### src/pli_pkg.sv
`default_nettype none
// ----------------------------------------------------------------------------
// pli_pkg
// Types and constants shared by the positional list core and its cells.
// ----------------------------------------------------------------------------
package pli_pkg;

	localparam int DEPTH  = 64;
	localparam int IDX_W  = $clog2(DEPTH);
	localparam int CNT_W  = 7;
	localparam int GRP    = 8;
	localparam int GRP_W  = $clog2(GRP);
	localparam int NGRP   = DEPTH / GRP;
	localparam int NGRP_W = (NGRP > 1) ? $clog2(NGRP) : 1;

	typedef enum logic [1:0] {
		OP_INSERT = 2'd0,
		OP_DELETE = 2'd1,
		OP_GET    = 2'd2,
		OP_LOCATE = 2'd3
	} op_t;

	typedef struct packed {
		logic [1:0] op;
		logic [6:0] position;
		logic [7:0] item_value;
	} req_t;

	typedef struct packed {
		logic       ok;
		logic [7:0] read_value;
		logic [6:0] found_at;
		logic [6:0] count;
		logic       is_empty;
	} rsp_t;

	// broadcast to every cell in the cycle a request is taken
	typedef struct packed {
		logic             fire;
		logic [1:0]       op;
		logic             ok;
		logic [CNT_W-1:0] pos_m1;
		logic [7:0]       item_value;
		logic [CNT_W-1:0] fill;
	} cell_ctrl_t;

endpackage
`default_nettype wire

### src/pli_reduce.sv
`default_nettype none
// ----------------------------------------------------------------------------
// pli_reduce
// Combines the per-cell taps: first matching position in two levels of
// eight, and the OR of the selected read bytes.
// ----------------------------------------------------------------------------
module pli_reduce
	import pli_pkg::*;
(
	input  wire logic [DEPTH-1:0] hit,
	input  wire logic [7:0]       sel [DEPTH],
	output logic      [CNT_W-1:0] found_at,
	output logic      [7:0]       read_value
);

	logic [NGRP-1:0]  grp_any;
	logic [GRP_W-1:0] grp_lo [NGRP];
	logic [IDX_W-1:0] first_pos;
	logic             any_hit;

	always_comb begin
		for (int g = 0; g < NGRP; g++) begin
			grp_any[g] = |hit[g*GRP +: GRP];
			grp_lo[g]  = '0;
			for (int k = GRP - 1; k >= 0; k--) begin
				if (hit[g*GRP + k]) begin
					grp_lo[g] = GRP_W'(k);
				end
			end
		end
	end

	always_comb begin
		any_hit   = |grp_any;
		first_pos = '0;
		for (int g = NGRP - 1; g >= 0; g--) begin
			if (grp_any[g]) begin
				first_pos = IDX_W'(g * GRP) | IDX_W'(grp_lo[g]);
			end
		end
		found_at = any_hit ? (CNT_W'(first_pos) + CNT_W'(1)) : '0;
	end

	always_comb begin
		read_value = 8'h00;
		for (int i = 0; i < DEPTH; i++) begin
			read_value = read_value | sel[i];
		end
	end

endmodule
`default_nettype wire

### config.mk
export PLATFORM = sky130hd
export DESIGN_NAME = pli_reduce
export DESIGN_NICKNAME = d
export VERILOG_FILES = /design/src/pli_pkg.sv /design/src/pli_reduce.sv
export SDC_FILE = /design/constraint.sdc
export NUM_CORES = 1
export LEC_CHECK = 0
export ABC_AREA = 1
export BUFFER_PORTS_ARGS = -buffer_cell sky130_fd_sc_hd__buf_2
export CORE_AREA = 8 8 224 226
export DETAILED_ROUTE_END_ITERATION = 10
export DIE_AREA = 0 0 232 234
export PLACE_DENSITY = 0.36
export REMOVE_ABC_BUFFERS = 1
export SETUP_SLACK_MARGIN = 0.15
export SYNTH_ARGS = -nofsm -noshare
export SYNTH_HDL_FRONTEND = slang
export SYNTH_SLANG_ARGS = --single-unit
### constraint.sdc
create_clock -name vclk -period 1.7
set_clock_uncertainty 0.2 [all_clocks]
set_input_delay 0.085 -clock vclk [all_inputs]
set_output_delay 0.085 -clock vclk [all_outputs]
set_load 0.05 [all_outputs]
# Word-level counts from Yosys, hierarchy flattened

Index checks and enable logic that the tools add are counted.

Bits in registers: 0
Input port bits: 576
Output and inout port bits: 15

$add $sub $neg: 1
Multiplexer cells: 73
Bitwise logic cells: 63
Reduce and logical (&&, ||, !) cells: 9

Operators with widths:

| kind                  | count |
|---|---|
| $or A8 B8 Y8          | 63 |
| $mux W3               | 64 |
| $reduce_or A64 Y1     | 1 |
| $reduce_or A8 Y1      | 8 |
| $mux W6               | 8 |
| $add A6 B1 Y7 const B | 1 |
| $mux W7               | 1 |

# Depth between registers and ports, before layout

Gate-level depths: netlist (run 1).

Depth in word-level cells: 63
Gate-level depth with buffers: 20

# Worst setup path before layout (run 1)

OpenSTA, ideal clock, no wires.

Kind: input port to output port
Start point: in hit[62]
End point: out found_at[2]
Arrival: 2414 ps
Slack: -999 ps
Stages on the path: 17
Cell sequence: inv_1 nand2_1 nor2_1 nand2_1 nand2_1 nor2_1 nand2_1 nand3_1 nand2_1 nand2_1 nand2_1 nand2_1 nand2_1 nand2_2 ha_1 nand2_1 nor3b_1

Longest elaborated chain between the ends: 17
Elaborated cells between the ends (all ways): 19
Classes of those cells: add/sub (1); mux (16); reduce/logical (2)

RTL lines:

| item                 | RTL line         | source |
|---|---|---|
| from (decl)          | pli_reduce.sv:10 | `input wire logic [DEPTH-1:0] hit,` |
| $mux W3 (7 in a row) | pli_reduce.sv:26 | `if (hit[g*GRP + k]) begin` |
| $mux W6 (8 in a row) | pli_reduce.sv:37 | `if (grp_any[g]) begin` |
| $add A6 B1 Y7        | pli_reduce.sv:41 | `found_at = any_hit ? (CNT_W'(first_pos) + CNT_W'(1)) : '0;` |
| $mux W7 *            | pli_reduce.sv:41 |  |
| to (decl)            | pli_reduce.sv:12 | `output logic [CNT_W-1:0] found_at,` |

Mark *: on every way between the ends. The rest lies on a longest branch, timed or not.

# Final worst setup path (run 1)

Start point: in hit[51]
End point: out found_at[6]

Longest elaborated chain between the ends: 13
Elaborated cells between the ends (all ways): 15
Classes of those cells: add/sub (1); mux (12); reduce/logical (2)

RTL lines:

| item                 | RTL line |
|---|---|
| $mux W3 (4 in a row) | pli_reduce.sv:26 |
| $mux W6 (7 in a row) | pli_reduce.sv:37 |
| $add A6 B1 Y7        | pli_reduce.sv:41 |
| $mux W7 *            | pli_reduce.sv:41 |

Marked as above.

==> run metrics, run 1 <==
Area after DPL 6540 um2; status finished with violations; drc violations 0; Overflow after GRT 0; seq_cells 0; die width 232 um; area occupied by multi-input gates 2650 um2; hold worst-path end read_value[7]; FF/Latch Area 0 um2; hold depth 5; antenna violations before repair 27; TNS Setup -3230 ps; vias 5933; dpl cells roughly 1700; DP Wirelength ~31 mm; Worst path slowest cell a21oi_2; final hold violations 0; worst-margin pin slew 440 ps; Synth warnings 0; max layer used met5; Rel. slew slack a little over two thirds; Req. time, crit path 1410 ps; Buf/Inv on CP 5; Final Wtd Congestion 0.928; Slew Viols, Final 0; Final Cell Area 7820 um2; IO Port Bufs slightly below 600; min-delay worst type primary input to output pin; Clock Buffer Count 0; synth unique cells 29; crit-path max cell delay 180 ps; synth-to-layout area growth 271%; worst path cell trace buf_6 > nor2_4 > nand2_2 > nor2_4 > nand2_2 > buf_4 > a21oi_1 > o21ai_1 > buf_4 > a21oi_2 > inv_1 > nor2_4 > nand2_2 > nor2_4 > buf_8; Tcrit/Tclk final 128%; met2 routed WL 16.8 mm; worst hold start sel[71]; most frequent cells in the layout buf_2 (539), buf_4 (97), nor4_1 (88), buf_6 (50), inv_1 (41); Final #Nets 1668; LEAKAGE 3.81 nW; critical path arrival 1900 ps; Post-Synthesis Cells 392; remaining antenna violation count 0; drt via density 3.47; FILL cells 5451; Setup WS post-layout -481 ps; Die Area 54300 um2; share of layout cells above drive strength 1 approximately 76%; commonest non-fill, non-tap cell in the layout buf_2; CP endpoint kind output pin; Pwr Density 165 nW/um2; synthesized cell area 2110 um2; largest fanout on the critical path 3; DR WL met3 roughly 2.7 mm; Boundary Pins 591; crit-path most repeated cell nor2_4; register area share after synthesis 0%; Max Cap Viol 0; WS Path Type primary input to output pin; Post-Route M1 WL 13.7 mm; Worst VDD drop between 100 and 150 uV; minimum clock period around 2200 ps; vias in the first global route between 6000 and 7000; Worst setup SP type primary input; DRT Pass-1 Iters 4; critical path's top delay family simple AND/OR/NAND/NOR gates; wire per inst 19.5 um; die height 234 um; pin count of the biggest net entering global routing 5; synthesized area per cell between 5 and 6 um2; WL final 33.3 mm; Initial DRC Count 170; RSZ-0062 raised after global routing true; GRT Total Usage 10.8%; violated checks negative setup slack; Core Rows 80; Core Area 46800 um2; first-pass GRT wire length 43.4 mm; Initial Util 4.50%; Setup Viol. Count Final 12; FMAX 459 MHz; non-filler cells, final about 1700
cells by family after synthesis:
| family | synth area share (%) |
|---|---|
| adder cells (fa/ha/maj) | 0.593 |
| AND/OR/NAND/NOR | 78.0 |
| XOR/XNOR | 0.831 |
| buffers and inverters | 10.5 |
| AO/OA/AOI/OAI | 10.0 |
worst max-delay path by stage:
stage                     startpoint          end  slack [ps]  depth (start not counted)
after global routing         hit[53]  found_at[6]        -640                         20
after detailed placement     hit[62]  found_at[2]        -800                         19
after CTS                    hit[53]  found_at[4]        -540                         21
final                        hit[51]  found_at[6]        -480                         15
after floorplan              hit[62]  found_at[2]       -1000                         17
after global placement       hit[62]  found_at[2]        -800                         19
stage by stage:
step / hold slack [ps] / power (mW) / worst slack [ps] / utilization, %
after floorplan: 399 / 0.181 / -999 / -
after global placement: 482 / 1.05 / -801 / 14.0
after detailed placement: 478 / 1.06 / -799 / 14.0
after CTS: 403 / 1.25 / -542 / 16.0
after global routing: 431 / 1.41 / -638 / 16.7
final: 402 / 1.29 / -481 / 16.7
power by group:
group	switching (mW)	total, mW	internal (mW)
Combinational	0.545	1.29	0.749
Clock	0	0.000000397	0.000000397
Sequential	0	0	0
Total	0.545	1.29	0.749
metal layers:
| metal | vias to the layer above | GRT usage (%) |
|---|---|---|
| li1 | 2934 | - |
| met1 | 2689 | 14.0 |
| met2 | 290 | 19.1 |
| met3 | 16 | 2.19 |
| met4 | 4 | 0.767 |
| met5 | - | 0 |
synthesized netlist by cell type:
master    instances  share of area (%)
a21oi_1          15                3.6
a21oi_2           1               0.42
a31oi_1           2               0.59
ha_1              1               0.59
inv_1            59                 11
nand2_1          58                 10
nand2_2           2               0.59
nand2_4           1               0.53
nand3_1          11                2.6
nand3_2           1               0.47
nand3_4           1               0.83
nand4_1          36                 11
nor2_1           32                5.7
nor2_2            4                1.2
nor2_4            2                1.1
nor3_1            7                1.7
nor3_4            1               0.77
nor3b_1           1               0.36
nor4_1          128                 38
o21a_1            2               0.71
o21ai_0           8                1.9
o21ai_1           1               0.24
o21bai_1          3                1.1
o311ai_0          2               0.83
o31ai_1           2               0.71
or2_4             1               0.42
or4_1             8                2.8
xnor2_1           1               0.42
xor2_1            1               0.42
what timing repair did:
item,4_1_cts,5_1_grt
pin swaps,58,32
setup endpoints to repair,15,15
hold buffers,0,0
hold endpoints to repair,0,0
resized for setup,197,61
buffers inserted,13,2
final cells by class:
class / count / share of cell area (%)
well taps: 615 / 9.84
repair buffers: 697 / 53.2
multi-input cells: 333 / 33.9
inverters: 59 / 2.90
diodes: 5 / 0.160
(Power assumes the default switching activity.)
==> run 2: changes to the inputs <==
--- a/config.mk
+++ b/config.mk
@@ -5,11 +5,10 @@
 export SDC_FILE = /design/constraint.sdc
 export NUM_CORES = 1
 export LEC_CHECK = 0
-export ABC_AREA = 1
 export BUFFER_PORTS_ARGS = -buffer_cell sky130_fd_sc_hd__buf_2
-export CORE_AREA = 8 8 224 226
+export CORE_AREA = 8 8 223 225
 export DETAILED_ROUTE_END_ITERATION = 10
-export DIE_AREA = 0 0 232 234
+export DIE_AREA = 0 0 231 233
 export PLACE_DENSITY = 0.36
 export REMOVE_ABC_BUFFERS = 1
 export SETUP_SLACK_MARGIN = 0.15
==> run metrics, run 2 <==
status finished with violations; violated checks negative setup slack; Req. time, crit path roughly 1400 ps; antenna violations before repair 12; Initial DRC Count around 130; WS Path Type primary input to output pin; first-pass GRT wire length 37.6 mm; TNS Setup -6340 ps; final hold violations 0; DP Wirelength 24.4 mm; synthesized area per cell 6.23 um2; Area after DPL 6300 um2; largest fanout on the critical path 3; FF/Latch Area 0 um2; most numerous cell in the Yosys netlist nor4_1; wire per inst 16.7 um; hold_buf cts 0; Core Area 46100 um2; RSZ-0062 raised after global routing true; register area share after synthesis 0%; FMAX 374 MHz; Worst setup SP type primary input; Core Rows 79; Clock Buffer Count 0; vias in the first global route between 6000 and 7000; Pwr Density 171 nW/um2; LEAKAGE 3.47 nW; Final Wtd Congestion 0.904; IO Port Bufs 591; minimum clock period about 2700 ps; post-place setup slack -1180 ps; Slew Viols, Final 0; most frequent cells in the layout buf_2 (514), buf_4 (87), buf_6 (69), nor4_2 (53), nor4_1 (46); Post-Synthesis Cells 320; Tcrit/Tclk final 157%; WL final 27.0 mm; min-delay worst type primary input to output pin; Boundary Pins 591; Synth warnings 0; Setup WS post-layout -977 ps; drt via density between 3 and 4; die width 231 um; Worst VDD drop between 100 and 150 uV; Setup Viol. Count Final 8; drc violations 0; critical path arrival about 2400 ps; Initial Util 4.33%; Max Cap Viol 0; share of layout cells above drive strength 1 81.3%; die height between 200 and 250 um; Synth area leaders nor4_1 (43%), nand4_1 (10%), a21oi_1 (4.3%); vias between 5000 and 6000; remaining antenna violation count 0; Final Cell Area 8040 um2; synth-to-layout area growth 304%; seq_cells 0; GRT Total Usage 8.73%; Die Area 53800 um2; Final #Nets 1579; commonest non-fill, non-tap cell in the layout buf_2; pin count of the biggest net entering global routing 8; DRT Pass-1 Iters 4; total power 1.37 mW; synthesized cell area 1990 um2; Rel. slew slack 67.6%; share of the synthesized area in the top cell type approximately 43%; worst-margin pin slew 481 ps; WHS 407 ps; Overflow after GRT 0; Synth area leader nor4_1; CP endpoint kind output pin; Commonest cells post-synth nor4_1 (138), nand4_1 (33), nor2_1 (22), a21oi_1 (17), inv_1 (13); synth unique cells 41
## run 2: cell count changes after synthesis, moves of 8 or more
cell     delta
nand3_1     -8
inv_1      -46
nor2_1     -10
nor4_1     +10
nand2_1    -46
## run 2: per-stage QoR
step	cells	util, %
global route	1610	17.4
CTS	1607	16.3
finish	1614	17.5
detailed placement	1597	13.7
floorplan	320	-
global placement	1597	13.7
## run 2: kinds of logic after synthesis
group                    after synthesis  synth area share, %
buffers and inverters                 13                 2.45
adder cells (fa/ha/maj)                1                0.628
multiplexers                           1                0.502
AND/OR/NAND/NOR                      252                 78.6
XOR/XNOR                               3                 1.32
AO/OA/AOI/OAI                         50                 16.5
## run 2: power breakdown
group | switching, mW | internal (mW)
logic | 0.572 | 0.801
registers | 0 | 0
clock network | 0 | 0.000000553
total | 0.572 | 0.801
## run 2: layout make-up
cell class	instances	area [um2]
Multi-Input combinational cell	307	3060
Inverter	13	48.8
Tap cell	607	759
Fill cell	5241	38000
Timing Repair Buffer	680	4160
Antenna cell	7	17.5
## run 2: what timing repair did
item,in CTS,in global routing
endpoints found under the setup margin,15,15
pin swaps,78,49
gates resized for setup,200,81
buffers inserted,10,0
cloned,0,0
## run 2: worst paths after layout
check,startpoint,end,slack [ps],cells after the start
worst max-delay path,hit[57],found_at[2],-980,12
worst min-delay path,sel[285],read_value[5],410,5
## run 2: critical path, stage by stage
cell and delay [ps]:
buf_6 90, or4_4 550, o211ai_4 260, a211oi_2 60, nor3_2 170, o221ai_2 120
a211oi_2 310, inv_2 100, ha_4 190, xnor2_2 130, a21oi_2 130, buf_6 180
## run 2: routing by layer
layer | track usage [%] | wire length [um] | up-vias
met5 | 0 | 63 | -
li1 | - | - | 2795
met2 | 16.5 | 14600 | 314
met4 | 3.29 | 897 | 10
met1 | 8.71 | 8820 | 2567
met3 | 2.97 | 2620 | 54
==> run 3: changes to the inputs <==
--- a/config.mk
+++ b/config.mk
@@ -9,7 +9,7 @@
 export CORE_AREA = 8 8 223 225
 export DETAILED_ROUTE_END_ITERATION = 10
 export DIE_AREA = 0 0 231 233
-export PLACE_DENSITY = 0.36
+export PLACE_DENSITY = 0.3
 export REMOVE_ABC_BUFFERS = 1
 export SETUP_SLACK_MARGIN = 0.15
 export SYNTH_ARGS = -nofsm -noshare
==> run metrics, run 3 (synthesis results as in run 2) <==
LEAKAGE 3.59 nW; DP Wirelength 25.8 mm; FILL cells 5280; IO Port Bufs 591; CP endpoint kind output pin; remaining antenna violation count 0; vias approximately 5700; wire per inst about 17 um; die height 233 um; Worst VDD drop 80.6 uV; minimum clock period between 2000 and 3000 ps; Crit. Startpoint hit[58]; largest fanout on the critical path 3; Setup Viol. Count Final 7; Core Rows between 70 and 80; Initial Util 4.33%; internal power 0.802 mW; worst hold start sel[50]; Req. time, crit path 1410 ps; die width 231 um; FMAX about 370 MHz; commonest non-fill, non-tap cell in the layout buf_2; Slew Viols, Final 0; WHS ~390 ps; antenna violations before repair 16; Max Cap Viol 0; Overflow after GRT 0; Worst setup SP type primary input; GRT Total Usage 9.03%; hold_buf cts 0; worst-margin pin slew between 700 and 800 ps; seq_cells 0; DRT Pass-1 Iters 4; min-delay worst type primary input to output pin; Combinational Power Share 100.0%; drt via density 3.46; status finished with violations; Initial DRC Count 99; Setup WS post-layout -1010 ps; critical path arrival 2420 ps; Core Area 46100 um2; Tcrit/Tclk final 159%; NetSw ~0.55 mW; drc violations 0; Final Core Density 17.7%; final hold violations 0; synth-to-layout area growth 308%; WL final 28.0 mm; Final Wtd Congestion 0.823; FF/Latch Area 0 um2; Die Area 53800 um2; Final #Nets 1606; share of layout cells above drive strength 1 between 80% and 90%; Boundary Pins between 500 and 600; RSZ-0062 raised after global routing true; first-pass GRT wire length 37.9 mm; Clock Buffer Count 0; vias in the first global route 6255; Clock power frac 0%; violated checks negative setup slack; pin count of the biggest net entering global routing 8; Rel. slew slack 52.7%; Sw Ratio 40.8%; Pwr Density 167 nW/um2; WS Path Type primary input to output pin; most frequent cells in the layout buf_2 (530), buf_4 (112), nor4_1 (63), buf_6 (48), nor4_2 (44); Sequential Power Share 0%
[run 3: path summary, 6_finish.rpt]
kind	to	depth (start not counted)
worst max-delay path	found_at[2]	13
worst min-delay path	read_value[2]	5
[run 3: critical path, cell delays in order]
cell and delay, ps:
buf_6 90, or4_4 550, o211ai_4 270, a211oi_2 80
nor3_2 130, o221ai_2 150, a211oi_2 300, inv_2 90
ha_4 200, xnor2_2 140, a21oi_2 100, buf_4 120
buf_12 120
[run 3: through the flow]
stage	total power [mW]	instances	setup TNS, ps	setup slack (ps)	area (um2)
after detailed placement	1.08	1623	-8300	-1210	6600
after global routing	1.47	1637	-7620	-1160	8130
after floorplan	0.157	320	-7730	-1750	1990
final	1.36	1638	-6650	-1010	8130
after global placement	1.08	1623	-8460	-1230	6600
after CTS	1.28	1629	-6870	-1050	7610
[run 3: what timing repair did]
item                       4_1_cts  5_1_grt
setup endpoints to repair       15       15
buffers inserted                 6        5
gates resized for setup        161       83
pin swaps                       59       51
[run 3: layer usage]
metal / vias to the layer above / track usage [%] / part of all wire [%]
met5: - / 0 / 0.17
met4: 8 / 0.950 / 1.3
met3: 38 / 2.51 / 8.3
met2: 274 / 18.3 / 56
met1: 2498 / 9.33 / 35
li1: 2843 / - / -
[run 3: area by class of cell]
| type | count | area [um2] | share of cell area [%] |
|---|---|---|---|
| Antenna cell | 4 | 10.0 | 0.123 |
| Tap cell | 607 | 759 | 9.34 |
| Multi-Input combinational cell | 307 | 2980 | 36.7 |
| Timing Repair Buffer | 707 | 4330 | 53.2 |
| Inverter | 13 | 48.8 | 0.600 |
[run 3: power by group through the flow]
stage	clock network, mW	logic, mW	registers [mW]
6_report	0.000000316	1.36	0
5_1_grt	0.000000237	1.47	0
4_1_cts	0	1.28	0
3_5_place_dp	0	1.08	0
3_3_place_gp	0	1.08	0
2_1_floorplan	0	0.157	0
