--- config.mk ---
export PLATFORM = sky130hd
export DESIGN_NAME = pli_cell
export DESIGN_NICKNAME = d
export VERILOG_FILES = /design/src/pli_pkg.sv /design/src/pli_cell.sv
export SDC_FILE = /design/constraint.sdc
export NUM_CORES = 1
export LEC_CHECK = 0
export BUFFER_PORTS_ARGS = -buffer_cell sky130_fd_sc_hd__clkbuf_2
export CORE_UTILIZATION = 28
export CTS_BUF_LIST = sky130_fd_sc_hd__clkbuf_4 sky130_fd_sc_hd__clkbuf_8
export DETAILED_ROUTE_END_ITERATION = 6
export HOLD_SLACK_MARGIN = 0.06
export PLACE_DENSITY = 0.66
export SLEW_MARGIN = 10
export SYNTH_ARGS = -nofsm -noshare
export SYNTH_HDL_FRONTEND = slang
export SYNTH_SLANG_ARGS = --single-unit
--- constraint.sdc ---
create_clock -name clk -period 2.4 [get_ports clk]
set_input_delay 0.48 -clock clk [delete_from_list [all_inputs] [get_ports clk]]
set_output_delay 0.48 -clock clk [all_outputs]
set_load 0.01 [all_outputs]
--- src/pli_pkg.sv ---
`default_nettype none
// ----------------------------------------------------------------------------
// pli_pkg
// Types and constants shared by the positional list core and its cells.
// ----------------------------------------------------------------------------
package pli_pkg;

	localparam int DEPTH  = 64;
	localparam int IDX_W  = $clog2(DEPTH);
	localparam int CNT_W  = 7;
	localparam int GRP    = 8;
	localparam int GRP_W  = $clog2(GRP);
	localparam int NGRP   = DEPTH / GRP;
	localparam int NGRP_W = (NGRP > 1) ? $clog2(NGRP) : 1;

	typedef enum logic [1:0] {
		OP_INSERT = 2'd0,
		OP_DELETE = 2'd1,
		OP_GET    = 2'd2,
		OP_LOCATE = 2'd3
	} op_t;

	typedef struct packed {
		logic [1:0] op;
		logic [6:0] position;
		logic [7:0] item_value;
	} req_t;

	typedef struct packed {
		logic       ok;
		logic [7:0] read_value;
		logic [6:0] found_at;
		logic [6:0] count;
		logic       is_empty;
	} rsp_t;

	// broadcast to every cell in the cycle a request is taken
	typedef struct packed {
		logic             fire;
		logic [1:0]       op;
		logic             ok;
		logic [CNT_W-1:0] pos_m1;
		logic [7:0]       item_value;
		logic [CNT_W-1:0] fill;
	} cell_ctrl_t;

endpackage
`default_nettype wire

--- src/pli_cell.sv ---
`default_nettype none
// ----------------------------------------------------------------------------
// pli_cell
// One list slot. Shifts up or down with its neighbors on insert and delete,
// and registers its match flag and read tap for the reduction stage.
// ----------------------------------------------------------------------------
module pli_cell
	import pli_pkg::*;
(
	input  wire logic             clk,
	input  wire logic [IDX_W-1:0] idx,
	input  wire cell_ctrl_t       ctrl,
	input  wire logic [7:0]       lower,
	input  wire logic [7:0]       upper,
	output logic      [7:0]       data_q,
	output logic                  hit_s1,
	output logic      [7:0]       sel_s1
);

	logic [CNT_W-1:0] my_pos;

	assign my_pos = CNT_W'(idx);

	always_ff @(posedge clk) begin
		if (ctrl.fire && ctrl.ok) begin
			case (ctrl.op)
				OP_INSERT: begin
					if (my_pos > ctrl.pos_m1) begin
						data_q <= lower;
					end else if (my_pos == ctrl.pos_m1) begin
						data_q <= ctrl.item_value;
					end
				end
				OP_DELETE: begin
					if (my_pos >= ctrl.pos_m1) begin
						data_q <= upper;
					end
				end
				default: begin
				end
			endcase
		end
	end

	// sample the contents as they stood before this request
	always_ff @(posedge clk) begin
		if (ctrl.fire) begin
			hit_s1 <= (data_q == ctrl.item_value) && (my_pos < ctrl.fill);
			sel_s1 <= (my_pos == ctrl.pos_m1) ? data_q : 8'h00;
		end
	end

endmodule
`default_nettype wire

Word-level counts from Yosys, hierarchy flattened
Index checks and enable logic that the tools add are counted.
{"block": "classes", "order_cmp": 3, "n_eq_ne": 5, "muxes": 4, "n_reduce_logical": 5}
{"operator": "$mux 8", "count": 3}
{"operator": "$pmux 8 s2", "count": 1}
{"operator": "$eq 8x8->1", "count": 1}
{"operator": "$eq 6x7->1", "count": 1}
{"operator": "$ge 6x7->1", "count": 1}
{"operator": "$gt 6x7->1", "count": 1}
{"operator": "$lt 6x7->1", "count": 1}
{"operator": "$reduce_and 4->1", "count": 1}
{"operator": "$ne 3x3->1 const B", "count": 1}
{"operator": "$eq 2x1->1 const B", "count": 1}
{"operator": "$logic_and 1x1->1", "count": 2}
{"operator": "$logic_not 2->1", "count": 1}
{"operator": "$ne 2x2->1 const B", "count": 1}
{"operator": "$reduce_bool 2->1", "count": 1}
{"block": "word_totals", "register_bits": 17, "input_bits": 49, "out_inout_bits": 17, "elab_cells": 20}

Logic depth before layout (Yosys ltp)
Gate-level depths: netlist of the first run.
{"block": "logic_depth", "depth_word": 4, "mapped_depth": 7, "ltp_nobuf": 6}

Worst setup path after synthesis of the first run
OpenSTA, ideal clock, no wires.
{"block": "synth_timing", "path_type": "input -> register", "start": "in ctrl[20] (netlist name)", "end": "reg data_q[0], enable pin", "arrival_time_ns": 1.875, "setup_slack_ns": 0.155, "path_stages": 7, "path_buffers": 1, "path_cell_list": "inv_1 -> ha_1 -> and4b_4 -> a21boi_4 -> buf_6 -> nor3_2 -> nor3_2"}
{"block": "synth_between", "elab_chain_cells": 3}
{"element": "from (decl)", "line_no": "pli_cell.sv:12", "text": "input wire cell_ctrl_t ctrl,"}
{"element": "$gt 6x7->1 (tied with other cells)", "line_no": "pli_cell.sv:28", "text": "if (my_pos > ctrl.pos_m1) begin"}
{"element": "$ne 3x3->1 (no line) / $ne 2x2->1 (equally long branches)"}
{"element": "$reduce_and 4->1 (no line) *"}
{"element": "to (signal assigned)", "line_no": "pli_cell.sv:29", "text": "data_q <= lower;"}
{"element": "to (signal assigned)", "line_no": "pli_cell.sv:31", "text": "data_q <= ctrl.item_value;"}
{"element": "to (signal assigned)", "line_no": "pli_cell.sv:36", "text": "data_q <= upper;"}
{"element": "to (decl)", "line_no": "pli_cell.sv:15", "text": "output logic [7:0] data_q,"}
Mark *: on every way between the ends. The rest lies on a longest branch, timed or not.
A chain may end at the register's enable or synchronous reset.

Final worst setup path of the first run
{"block": "layout_timing", "start": "in idx[5]", "end": "reg data_q[1], enable pin"}
{"block": "layout_between", "elab_chain_cells": 3}
{"element": "from (decl)", "line_no": "pli_cell.sv:11", "text": "input wire logic [IDX_W-1:0] idx,"}
{"element": "$gt 6x7->1 (tied with other cells)", "line_no": "pli_cell.sv:28"}
{"element": "$ne 3x3->1 (no line) / $ne 2x2->1 (equally long branches)"}
{"element": "$reduce_and 4->1 (no line) *"}
Marked as above.

==> results of run 1 <==
-- worst reg2reg max path: stages (launching register included) --
cell and delay (ns):
edfxtp_1 0.43, xor2_1 0.17, nor4_1 0.27, nand3_1 0.11, a31oi_1 0.15
-- Yosys cell counts (2+ instances only) --
cell and n:
o2bb2a_1 6, o2bb2a_2 2, ha_1 11, or3_1 8, and2_1 8, buf_6 2
inv_1 12, o2111ai_1 8, buf_2 2, nand2b_1 2, edfxtp_1 17, nor3_2 2
xor2_1 8, nand2_1 10, nand3_1 10, a21oi_1 4
-- through the flow --
step | utilization, % | area [um2] | hold slack [ns]
after CTS | 39.2 | 1740 | 0.579
final | 39.2 | 1740 | 0.572
after detailed placement | 38.1 | 1690 | 0.602
after floorplan | - | 1320 | 0.592
after global routing | 39.2 | 1740 | 0.596
after global placement | 38.1 | 1690 | 0.607
-- area by class of cell --
cell class / instances / area [um2] / share of cell area [%]
multi-input combinational: 92 / 723 / 41.6
sequential: 17 / 510 / 29.3
clock buffer: 4 / 48.8 / 2.80
timing repair buffer: 68 / 348 / 20.0
tap: 52 / 65.1 / 3.74
inverter: 12 / 45.0 / 2.59
-- final timing paths --
check | from | to
max | idx[5] | data_q[1]
min | lower[4] | data_q[4]
max reg2reg | data_q[5] | hit_s1
min reg2reg | data_q[1] | sel_s1[1]
-- sequential cells by signal, summed over array words and instances (netlist names) --
signal / flops
data_q: 8
hit_s1: 1
sel_s1: 8
-- metal layers --
layer	part of all wire, %	up-vias	wire (um)
met5	0	-	0
li1	-	614	-
met4	1.6	0	48
met3	5.0	4	151
met1	48	537	1460
met2	46	37	1390
-- cell families after synthesis --
family | after synthesis | share of synthesized area, %
AO/OA/AOI/OAI | 25 | 16.7
XOR/XNOR | 8 | 5.29
adder cells (fa/ha/maj) | 11 | 10.4
buffers and inverters | 18 | 6.80
flip-flops | 17 | 38.6
AND/OR/NAND/NOR | 48 | 22.2
-- power breakdown --
group | switching, mW | internal, mW | total (mW)
Clock | 0.0893 | 0.129 | 0.218
Combinational | 0.0875 | 0.0835 | 0.171
Sequential | 0.00412 | 0.338 | 0.342
Total | 0.181 | 0.551 | 0.731
==> results.json, run 1 <==
{
  "outcome": "finished, violations left",
  "violations": "DRC",
  "wire_per_inst_um": 12.4,
  "place_congestion": 0.832,
  "cp_top_family": "simple AND/OR/NAND/NOR gates",
  "hold_viol": 0,
  "initial_utilization_pct": 29.8,
  "drive_above_1_share_pct": 42.0,
  "worstPathArrival_ns": 1.90,
  "cts_max_level": 1,
  "grt_pass1_vias": 1127,
  "final_cell_mix": "clkbuf_2 (65), edfxtp_1 (17), inv_1 (12)",
  "yosysWarnings": 0,
  "reg2reg_depth": 4,
  "grt_pass1_wl_um": 4920,
  "syn_inst": 127,
  "min_period_ns": 1.94,
  "worst_ep_required_time_ns": 2.36,
  "ys_ff_latch": 17,
  "diodes": 0,
  "peakVddDrop_mv": 0.162,
  "drcViolationCount": 9,
  "dr.pass1.iters": 6,
  "synth_top_area_share_pct": 38.6,
  "clk_latency_ns": 0.25,
  "clock-sinks": 17,
  "criticalPathCategory": "input pin to flip-flop",
  "hp-class": "input pin to flip-flop",
  "use_met1_pct": 16.4,
  "ant_nets": 0,
  "synth-seq-area-share_pct": 38.6,
  "synth_area_mm2": 0.00132,
  "met2_usage_pct": 20.4,
  "async_reset_ff_share_pct": 0,
  "synth_area_leader_cell": "edfxtp_1",
  "cts_root_buf": "clkbuf_8",
  "ctsLongestPathBuffers": 2,
  "fmax_mhz": 515,
  "drtIter0Drc": 30,
  "grt_overflow_total": 0,
  "cp_cell_sequence": "clkbuf_2 > ha_1 > and4b_4 > and4_2 > nor3_2 > nor3_2 > buf_4",
  "fillers": 455,
  "dpl.cell_count": 241,
  "rsz0062_at_grt": "false",
  "pin_count": 66,
  "synth_nets": 187,
  "ys_types": 31,
  "relSlewSlack_pct": 62.0,
  "final_net_count": 254,
  "crit_top_cell": "nor3_2",
  "grt_usage_pct": 12.4,
  "post-cts-setup-buffers": 0,
  "io_buffers": 65,
  "fp.dieArea_mm2": 0.00501,
  "p_total_uw": 731,
  "cp_max_fo": 9,
  "cellPowerDensity_mw_per_mm2": 420,
  "areaGrowthSynthToFinish_pct": 31.5,
  "hold_buffers": 0,
  "drv_cap": 0,
  "holdPathStages": 3,
  "tns_ns": 0,
  "cts_tree": "built",
  "syn_area_per_cell_um2": 10.4,
  "max_stage_delay_ns": 0.34,
  "crit_cells": 7,
  "fin_crit_sh_pct": 81.0,
  "synthFlopType": "edfxtp_1",
  "synth.area.top_cells": "edfxtp_1 (39%), ha_1 (10%), o2111ai_1 (5.3%), xor2_1 (5.3%), o2bb2a_1 (4.5%)",
  "numCtsBuffers": 3,
  "detail_route.vias_per_cell": 4.87,
  "critPathLaunchType": "input pin",
  "worstMarginPinSlew_ns": 0.570,
  "layout.cells.non_filler": 245,
  "synth-edff-count": 17,
  "pre_cts_slack_ns": 0.187,
  "die_x_um": 70.8,
  "rrSetupSlack_ns": 1.12,
  "core_mm2": 0.00444,
  "num_rows": 24,
  "cts-resized-gates": 0,
  "finalClockSkew_ns": 0.00356,
  "finalWorstSetupSlack_ns": 0.457,
  "antenna_found_initial": 0,
  "die_y_um": 70.8,
  "clk_pin_slew_worst_paths_ns": 0.06,
  "grtUsageMet3_pct": 1.57,
  "grt_max_degree": 17,
  "setup_violations": 0,
  "total_leakage_power_nw": 0.831,
  "hpwl_um": 2620,
  "routed_wl_um": 3050,
  "end_kind": "flip-flop",
  "layout_commonest_cell": "clkbuf_2",
  "slew_viol_final": 0,
  "crit_slowest_cell": "and4_2",
  "top_usage_layer": "met2",
  "vias": 1192,
  "path_buf_inv": 2
}
No activity file was read; power rests on OpenSTA's default activity.
==> inputs of run 2 (changes only) <==
--- a/config.mk
+++ b/config.mk
@@ -5,12 +5,13 @@
 export SDC_FILE = /design/constraint.sdc
 export NUM_CORES = 1
 export LEC_CHECK = 0
+export ABC_AREA = 1
 export BUFFER_PORTS_ARGS = -buffer_cell sky130_fd_sc_hd__clkbuf_2
 export CORE_UTILIZATION = 28
 export CTS_BUF_LIST = sky130_fd_sc_hd__clkbuf_4 sky130_fd_sc_hd__clkbuf_8
 export DETAILED_ROUTE_END_ITERATION = 6
 export HOLD_SLACK_MARGIN = 0.06
-export PLACE_DENSITY = 0.66
+export PLACE_DENSITY = 0.67
 export SLEW_MARGIN = 10
 export SYNTH_ARGS = -nofsm -noshare
 export SYNTH_HDL_FRONTEND = slang
==> constraint.sdc (replaced) <==
create_clock -name clk -period 1.64 [get_ports clk]
set_input_delay 0.328 -clock clk [delete_from_list [all_inputs] [get_ports clk]]
set_output_delay 0.328 -clock clk [all_outputs]
set_load 0.01 [all_outputs]
==> run 2 against run 1 <==
  * The run now ends clean
  * Largest cell class unchanged
  * Total power grew 54%
  * Via count grew 7.0%
  * Non-clock buffer count grew 9
  * Cell area grew 7.8%
  * Global-route usage grew 1.1 points
  * Clock power grew 50%
  * Critical path depth grew 3
==> results.json, run 2 <==
{
  "grt_usage_pct": 13.5,
  "fp.dieArea_mm2": 0.00487,
  "drcViolationCount": 0,
  "yosysMostFrequentCell": "inv_1",
  "syn_inst": 167,
  "clk_latency_ns": 0.25,
  "critPathLaunchType": "input pin",
  "drv_cap": 0,
  "final_net_count": 308,
  "rsz0062_at_grt": "false",
  "final_cell_mix": "clkbuf_2 (65), inv_1 (41), nand2_1 (38)",
  "num_rows": 24,
  "wire_per_inst_um": 9.90,
  "ant_nets": 0,
  "startpoint": "idx[2]",
  "layout.cells.non_filler": 299,
  "worst_ep_required_time_ns": 1.65,
  "async_reset_ff_share_pct": 0,
  "hpwl_um": 2670,
  "vias": 1276,
  "cts_max_level": 1,
  "final_cell_area_mm2": 0.00188,
  "syn_area_per_cell_um2": 7.70,
  "synth_nets": 227,
  "synth.area.top_cells": "edfxtp_1 (40%), inv_1 (13%), nand2_1 (12%), ha_1 (11%), nand3_1 (7.8%)",
  "initial_utilization_pct": 29.3,
  "cts-resized-gates": 0,
  "drive_above_1_share_pct": 38.9,
  "ys_types": 17,
  "criticalPathCategory": "input pin to flip-flop",
  "relSlewSlack_pct": 84.8,
  "synth-seq-area-share_pct": 39.7,
  "end_kind": "flip-flop",
  "synth_area_leader_cell": "edfxtp_1",
  "setup_violations": 0,
  "peakVddDrop_mv": 0.228,
  "finalClockSkew_ns": 0.00179,
  "ys_ff_latch": 17,
  "worstReg2RegStart": "data_q[0]",
  "postPlaceCellArea_mm2": 0.00183,
  "die_y_um": 69.8,
  "synth_area_mm2": 0.00129,
  "use_met1_pct": 15.9,
  "slew_viol_final": 0,
  "synth_common_cells": "inv_1 (45), nand2_1 (40), nand3_1 (20)",
  "hp-start": "upper[1]",
  "cellPowerDensity_mw_per_mm2": 601,
  "synth-edff-count": 17,
  "clock-sinks": 17,
  "hold_viol": 0,
  "cp_max_fo": 8,
  "worstPathArrival_ns": 1.45,
  "pin_count": 66,
  "io_buffers": 65,
  "post-cts-setup-buffers": 0,
  "dr.pass1.iters": 4,
  "reg.largest.list": "data_q x8, sel_s1 x8, hit_s1 x1",
  "synth_top_area_share_pct": 39.7,
  "synthFlopType": "edfxtp_1",
  "grt_overflow_total": 0,
  "grt_pass1_wl_um": 5220,
  "clk_pin_slew_worst_paths_ns": 0.06,
  "total_leakage_power_nw": 1.08,
  "grt_pass1_vias": 1244,
  "fin_util_pct": 42.8,
  "worstMarginPinSlew_ns": 0.229,
  "detail_route.vias_per_cell": 4.27,
  "dpl.cell_count": 295,
  "layout_commonest_cell": "clkbuf_2",
  "finalWorstSetupSlack_ns": 0.196,
  "antenna_found_initial": 0,
  "ctsLongestPathBuffers": 2,
  "outcome": "completed",
  "top_usage_layer": "met2",
  "die_x_um": 69.8,
  "hold_buffers": 0,
  "cts_root_buf": "clkbuf_8",
  "fillers": 468,
  "rrSetupSlack_ns": 0.56,
  "hp-class": "input pin to flip-flop",
  "pre_cts_slack_ns": -0.0875,
  "grtUsageMet3_pct": 2.33,
  "whs_ns": 0.342,
  "fmax_mhz": 692,
  "diodes": 0,
  "numCtsBuffers": 3,
  "cts_tree": "built",
  "place_congestion": 0.774,
  "routed_wl_um": 2960,
  "core_mm2": 0.00438,
  "drtIter0Drc": 62,
  "yosysWarnings": 0,
  "fin_crit_sh_pct": 88.1,
  "met2_usage_pct": 23.6,
  "min_period_ns": 1.44,
  "areaGrowthSynthToFinish_pct": 45.9,
  "grt_max_degree": 10
}
## run 2: cell count changes in the layout (fill, tap and decap cells not counted), moves of 7 or more
cell / delta
nand3_1: +9
and2_1: -8
nand2_1: +28
inv_1: +29
buf_4: +8
nor2_1: +12
or3_1: -8
o2111ai_1: -8
xor2_1: -7
## run 2: stage by stage
step | TNS (ns) | power (mW)
finish | 0 | 1.13
global route | 0 | 1.20
CTS | 0 | 1.14
detailed placement | -1.11 | 0.813
global placement | -0.893 | 0.805
floorplan | 0 | 0.673
## run 2: where the power goes
part | leakage [nW] | internal [mW] | switching, mW | total (mW)
clock | 0.0262 | 0.189 | 0.138 | 0.328
combinational | 0.885 | 0.149 | 0.150 | 0.299
sequential | 0.168 | 0.495 | 0.00599 | 0.501
total | 1.08 | 0.833 | 0.295 | 1.13
## run 2: logic make-up after synthesis
| group | count (synthesis) | share of synthesized area, % |
|---|---|---|
| DFF | 17 | 39.7 |
| xor gates and xnor gates | 4 | 2.72 |
| buffers and inverters | 46 | 14.0 |
| and+or+nand+nor | 83 | 30.3 |
| AOI/OAI and AO/OA | 6 | 2.63 |
| adders and majority gates | 11 | 10.7 |
## run 2: worst paths after layout
path	cells past startpoint	endpoint
setup / recovery	10	data_q[5]
hold / removal	3	data_q[1]
setup reg to reg	5	hit_s1
hold reg to reg	2	sel_s1[3]
## run 2: worst max-delay path, stage by stage
cell and delay (ns):
clkbuf_2 0.09, ha_1 0.32, a21oi_1 0.13, nand2_1 0.06
nand2_1 0.12, nand2_4 0.09, nand2_2 0.13, nand2_1 0.07
nand3_1 0.06, nand2_1 0.06
## run 2: cell type report
class | count | area [um2] | area share [%]
clock buffer | 4 | 48.8 | 2.60
timing repair buffer | 77 | 428 | 22.8
tap | 52 | 65.1 | 3.47
inverter | 45 | 171 | 9.13
sequential | 17 | 510 | 27.2
multi-input combinational | 104 | 653 | 34.8
## run 2: metal layers
metal | share of wire [%] | wire (um)
met5 | 0 | 0
met4 | 1.9 | 56
met3 | 5.4 | 161
met2 | 48 | 1420
met1 | 45 | 1320
==> inputs of run 3 (changes only) <==
--- a/config.mk
+++ b/config.mk
@@ -7,8 +7,8 @@
 export LEC_CHECK = 0
 export ABC_AREA = 1
 export BUFFER_PORTS_ARGS = -buffer_cell sky130_fd_sc_hd__clkbuf_2
+export CORE_ASPECT_RATIO = 1.1
 export CORE_UTILIZATION = 28
-export CTS_BUF_LIST = sky130_fd_sc_hd__clkbuf_4 sky130_fd_sc_hd__clkbuf_8
 export DETAILED_ROUTE_END_ITERATION = 6
 export HOLD_SLACK_MARGIN = 0.06
 export PLACE_DENSITY = 0.67
==> run 3 against run 2 <==
  * Cell area about the same
  * Critical path depth unchanged
  * Count of clock-buffer cells in the layout unchanged
  * Via count up 0.39%
  * Register-to-register slack worse by 0.04 ns
  * Cell count up 0.67%
  * Highest routed layer unchanged
==> results.json, run 3 (synthesized netlist as in run 2, its figures left out) <==
{
  "outcome": "completed",
  "wire_per_inst_um": 9.99,
  "finalClockSkew_ns": 0.000977,
  "cts_tree": "built",
  "post-cts-setup-buffers": 0,
  "num_rows": 25,
  "finalWorstSetupSlack_ns": 0.176,
  "fp.dieArea_mm2": 0.00487,
  "hp-start": "upper[2]",
  "hpwl_um": 2680,
  "detail_route.vias_per_cell": 4.26,
  "clk_pin_slew_worst_paths_ns": 0.06,
  "routed_wl_um": 3010,
  "cts_root_buf": "clkbuf_8",
  "place_congestion": 0.773,
  "grt_max_degree": 10,
  "die_x_um": 66.6,
  "pre_cts_slack_ns": -0.102,
  "reg.largest.list": "data_q x8, sel_s1 x8, hit_s1 x1",
  "layout.cells.non_filler": 301,
  "fmax_mhz": 683,
  "relSlewSlack_pct": 84.0,
  "final_cell_area_mm2": 0.00188,
  "clk_latency_ns": 0.25,
  "drv_cap": 0,
  "postPlaceCellArea_mm2": 0.00183,
  "hold_viol": 0,
  "vias": 1281,
  "ant_nets": 0,
  "layout_commonest_cell": "clkbuf_2",
  "core_mm2": 0.00435,
  "worstPathArrival_ns": 1.47,
  "clock-sinks": 17,
  "drtIter0Drc": 45,
  "min_period_ns": 1.46,
  "cp_cell_sequence": "clkbuf_2 > ha_1 > a21oi_1 > nand2_1 > nand2_1 > nand2_4 > nand2_2 > nand2_1 > nand3_1 > nand2_1",
  "whs_ns": 0.344,
  "diodes": 0,
  "cts-resized-gates": 0,
  "ctsLongestPathBuffers": 2,
  "setup_violations": 0,
  "areaGrowthSynthToFinish_pct": 45.8,
  "grt_usage_pct": 12.7,
  "dpl.cell_count": 297,
  "grt_pass1_wl_um": 4760,
  "startpoint": "idx[2]",
  "hp-class": "input pin to flip-flop",
  "crit_top_cell": "nand2_1",
  "antenna_found_initial": 0,
  "worst_ep_required_time_ns": 1.65,
  "fin_crit_sh_pct": 89.3,
  "drive_above_1_share_pct": 38.5,
  "drcViolationCount": 0,
  "end_kind": "flip-flop",
  "fin_util_pct": 43.1,
  "cp_max_fo": 8,
  "critPathLaunchType": "input pin",
  "fillers": 465,
  "initial_utilization_pct": 29.6,
  "final_cell_mix": "clkbuf_2 (65), inv_1 (41), nand2_1 (38)",
  "pin_count": 66,
  "p_total_mw": 1.11,
  "cellPowerDensity_mw_per_mm2": 592,
  "grt_overflow_total": 0,
  "worstMarginPinSlew_ns": 0.240,
  "total_leakage_power_nw": 1.08,
  "peakVddDrop_mv": 0.281,
  "tns_ns": 0,
  "cts_max_level": 1,
  "slew_viol_final": 0,
  "rsz0062_at_grt": "false",
  "io_buffers": 65,
  "hold_buffers": 0,
  "final_net_count": 308,
  "crit_slowest_cell": "ha_1",
  "die_y_um": 73.1,
  "numCtsBuffers": 3,
  "dr.pass1.iters": 4,
  "max_stage_delay_ns": 0.31,
  "grt_pass1_vias": 1204,
  "criticalPathCategory": "input pin to flip-flop",
  "worstReg2RegStart": "data_q[0]"
}
==> run 3: cell count changes in the layout (fill, tap and decap cells not counted) <==
cell	previous run	this run
clkbuf_1	0	1
clkbuf_4	1	0
==> run 3: area by class of cell <==
cell class                 instances  area, um2  share of cell area [%]
clock buffer                       4       45.0                    2.40
inverter                          45        171                    9.14
multi-input combinational        104        653                    34.8
sequential                        17        510                    27.2
tap                               54       67.6                    3.60
timing repair buffer              77        428                    22.8
==> run 3: metal layers <==
layer | wire [um] | GRT usage, % | up-vias | share of wire [%]
li1 | - | - | 683 | -
met1 | 1240 | 14.6 | 552 | 41
met2 | 1570 | 23.6 | 40 | 52
met3 | 140 | 1.25 | 6 | 4.7
met4 | 61 | 4.96 | 0 | 2.0
met5 | 0 | 0 | - | 0
==> run 3: where the power goes <==
| group | internal (mW) | switching [mW] | total (mW) |
|---|---|---|---|
| Combinational | 0.149 | 0.153 | 0.302 |
| Sequential | 0.495 | 0.00586 | 0.501 |
| Clock | 0.172 | 0.135 | 0.307 |
==> run 3: path summary, 6_finish.rpt <==
path / to / slack [ns] / depth (start not counted)
max: data_q[3] / 0.18 / 10
min: data_q[2] / 0.34 / 3
max reg2reg: hit_s1 / 0.52 / 5
min reg2reg: sel_s1[6] / 0.62 / 2
==> run 3: critical path: cells and delay by family <==
family          cells  cell delay (ns)
buf+inv             1             0.09
fa+ha+maj           1             0.31
compound gates      1             0.14
simple gates        7             0.60
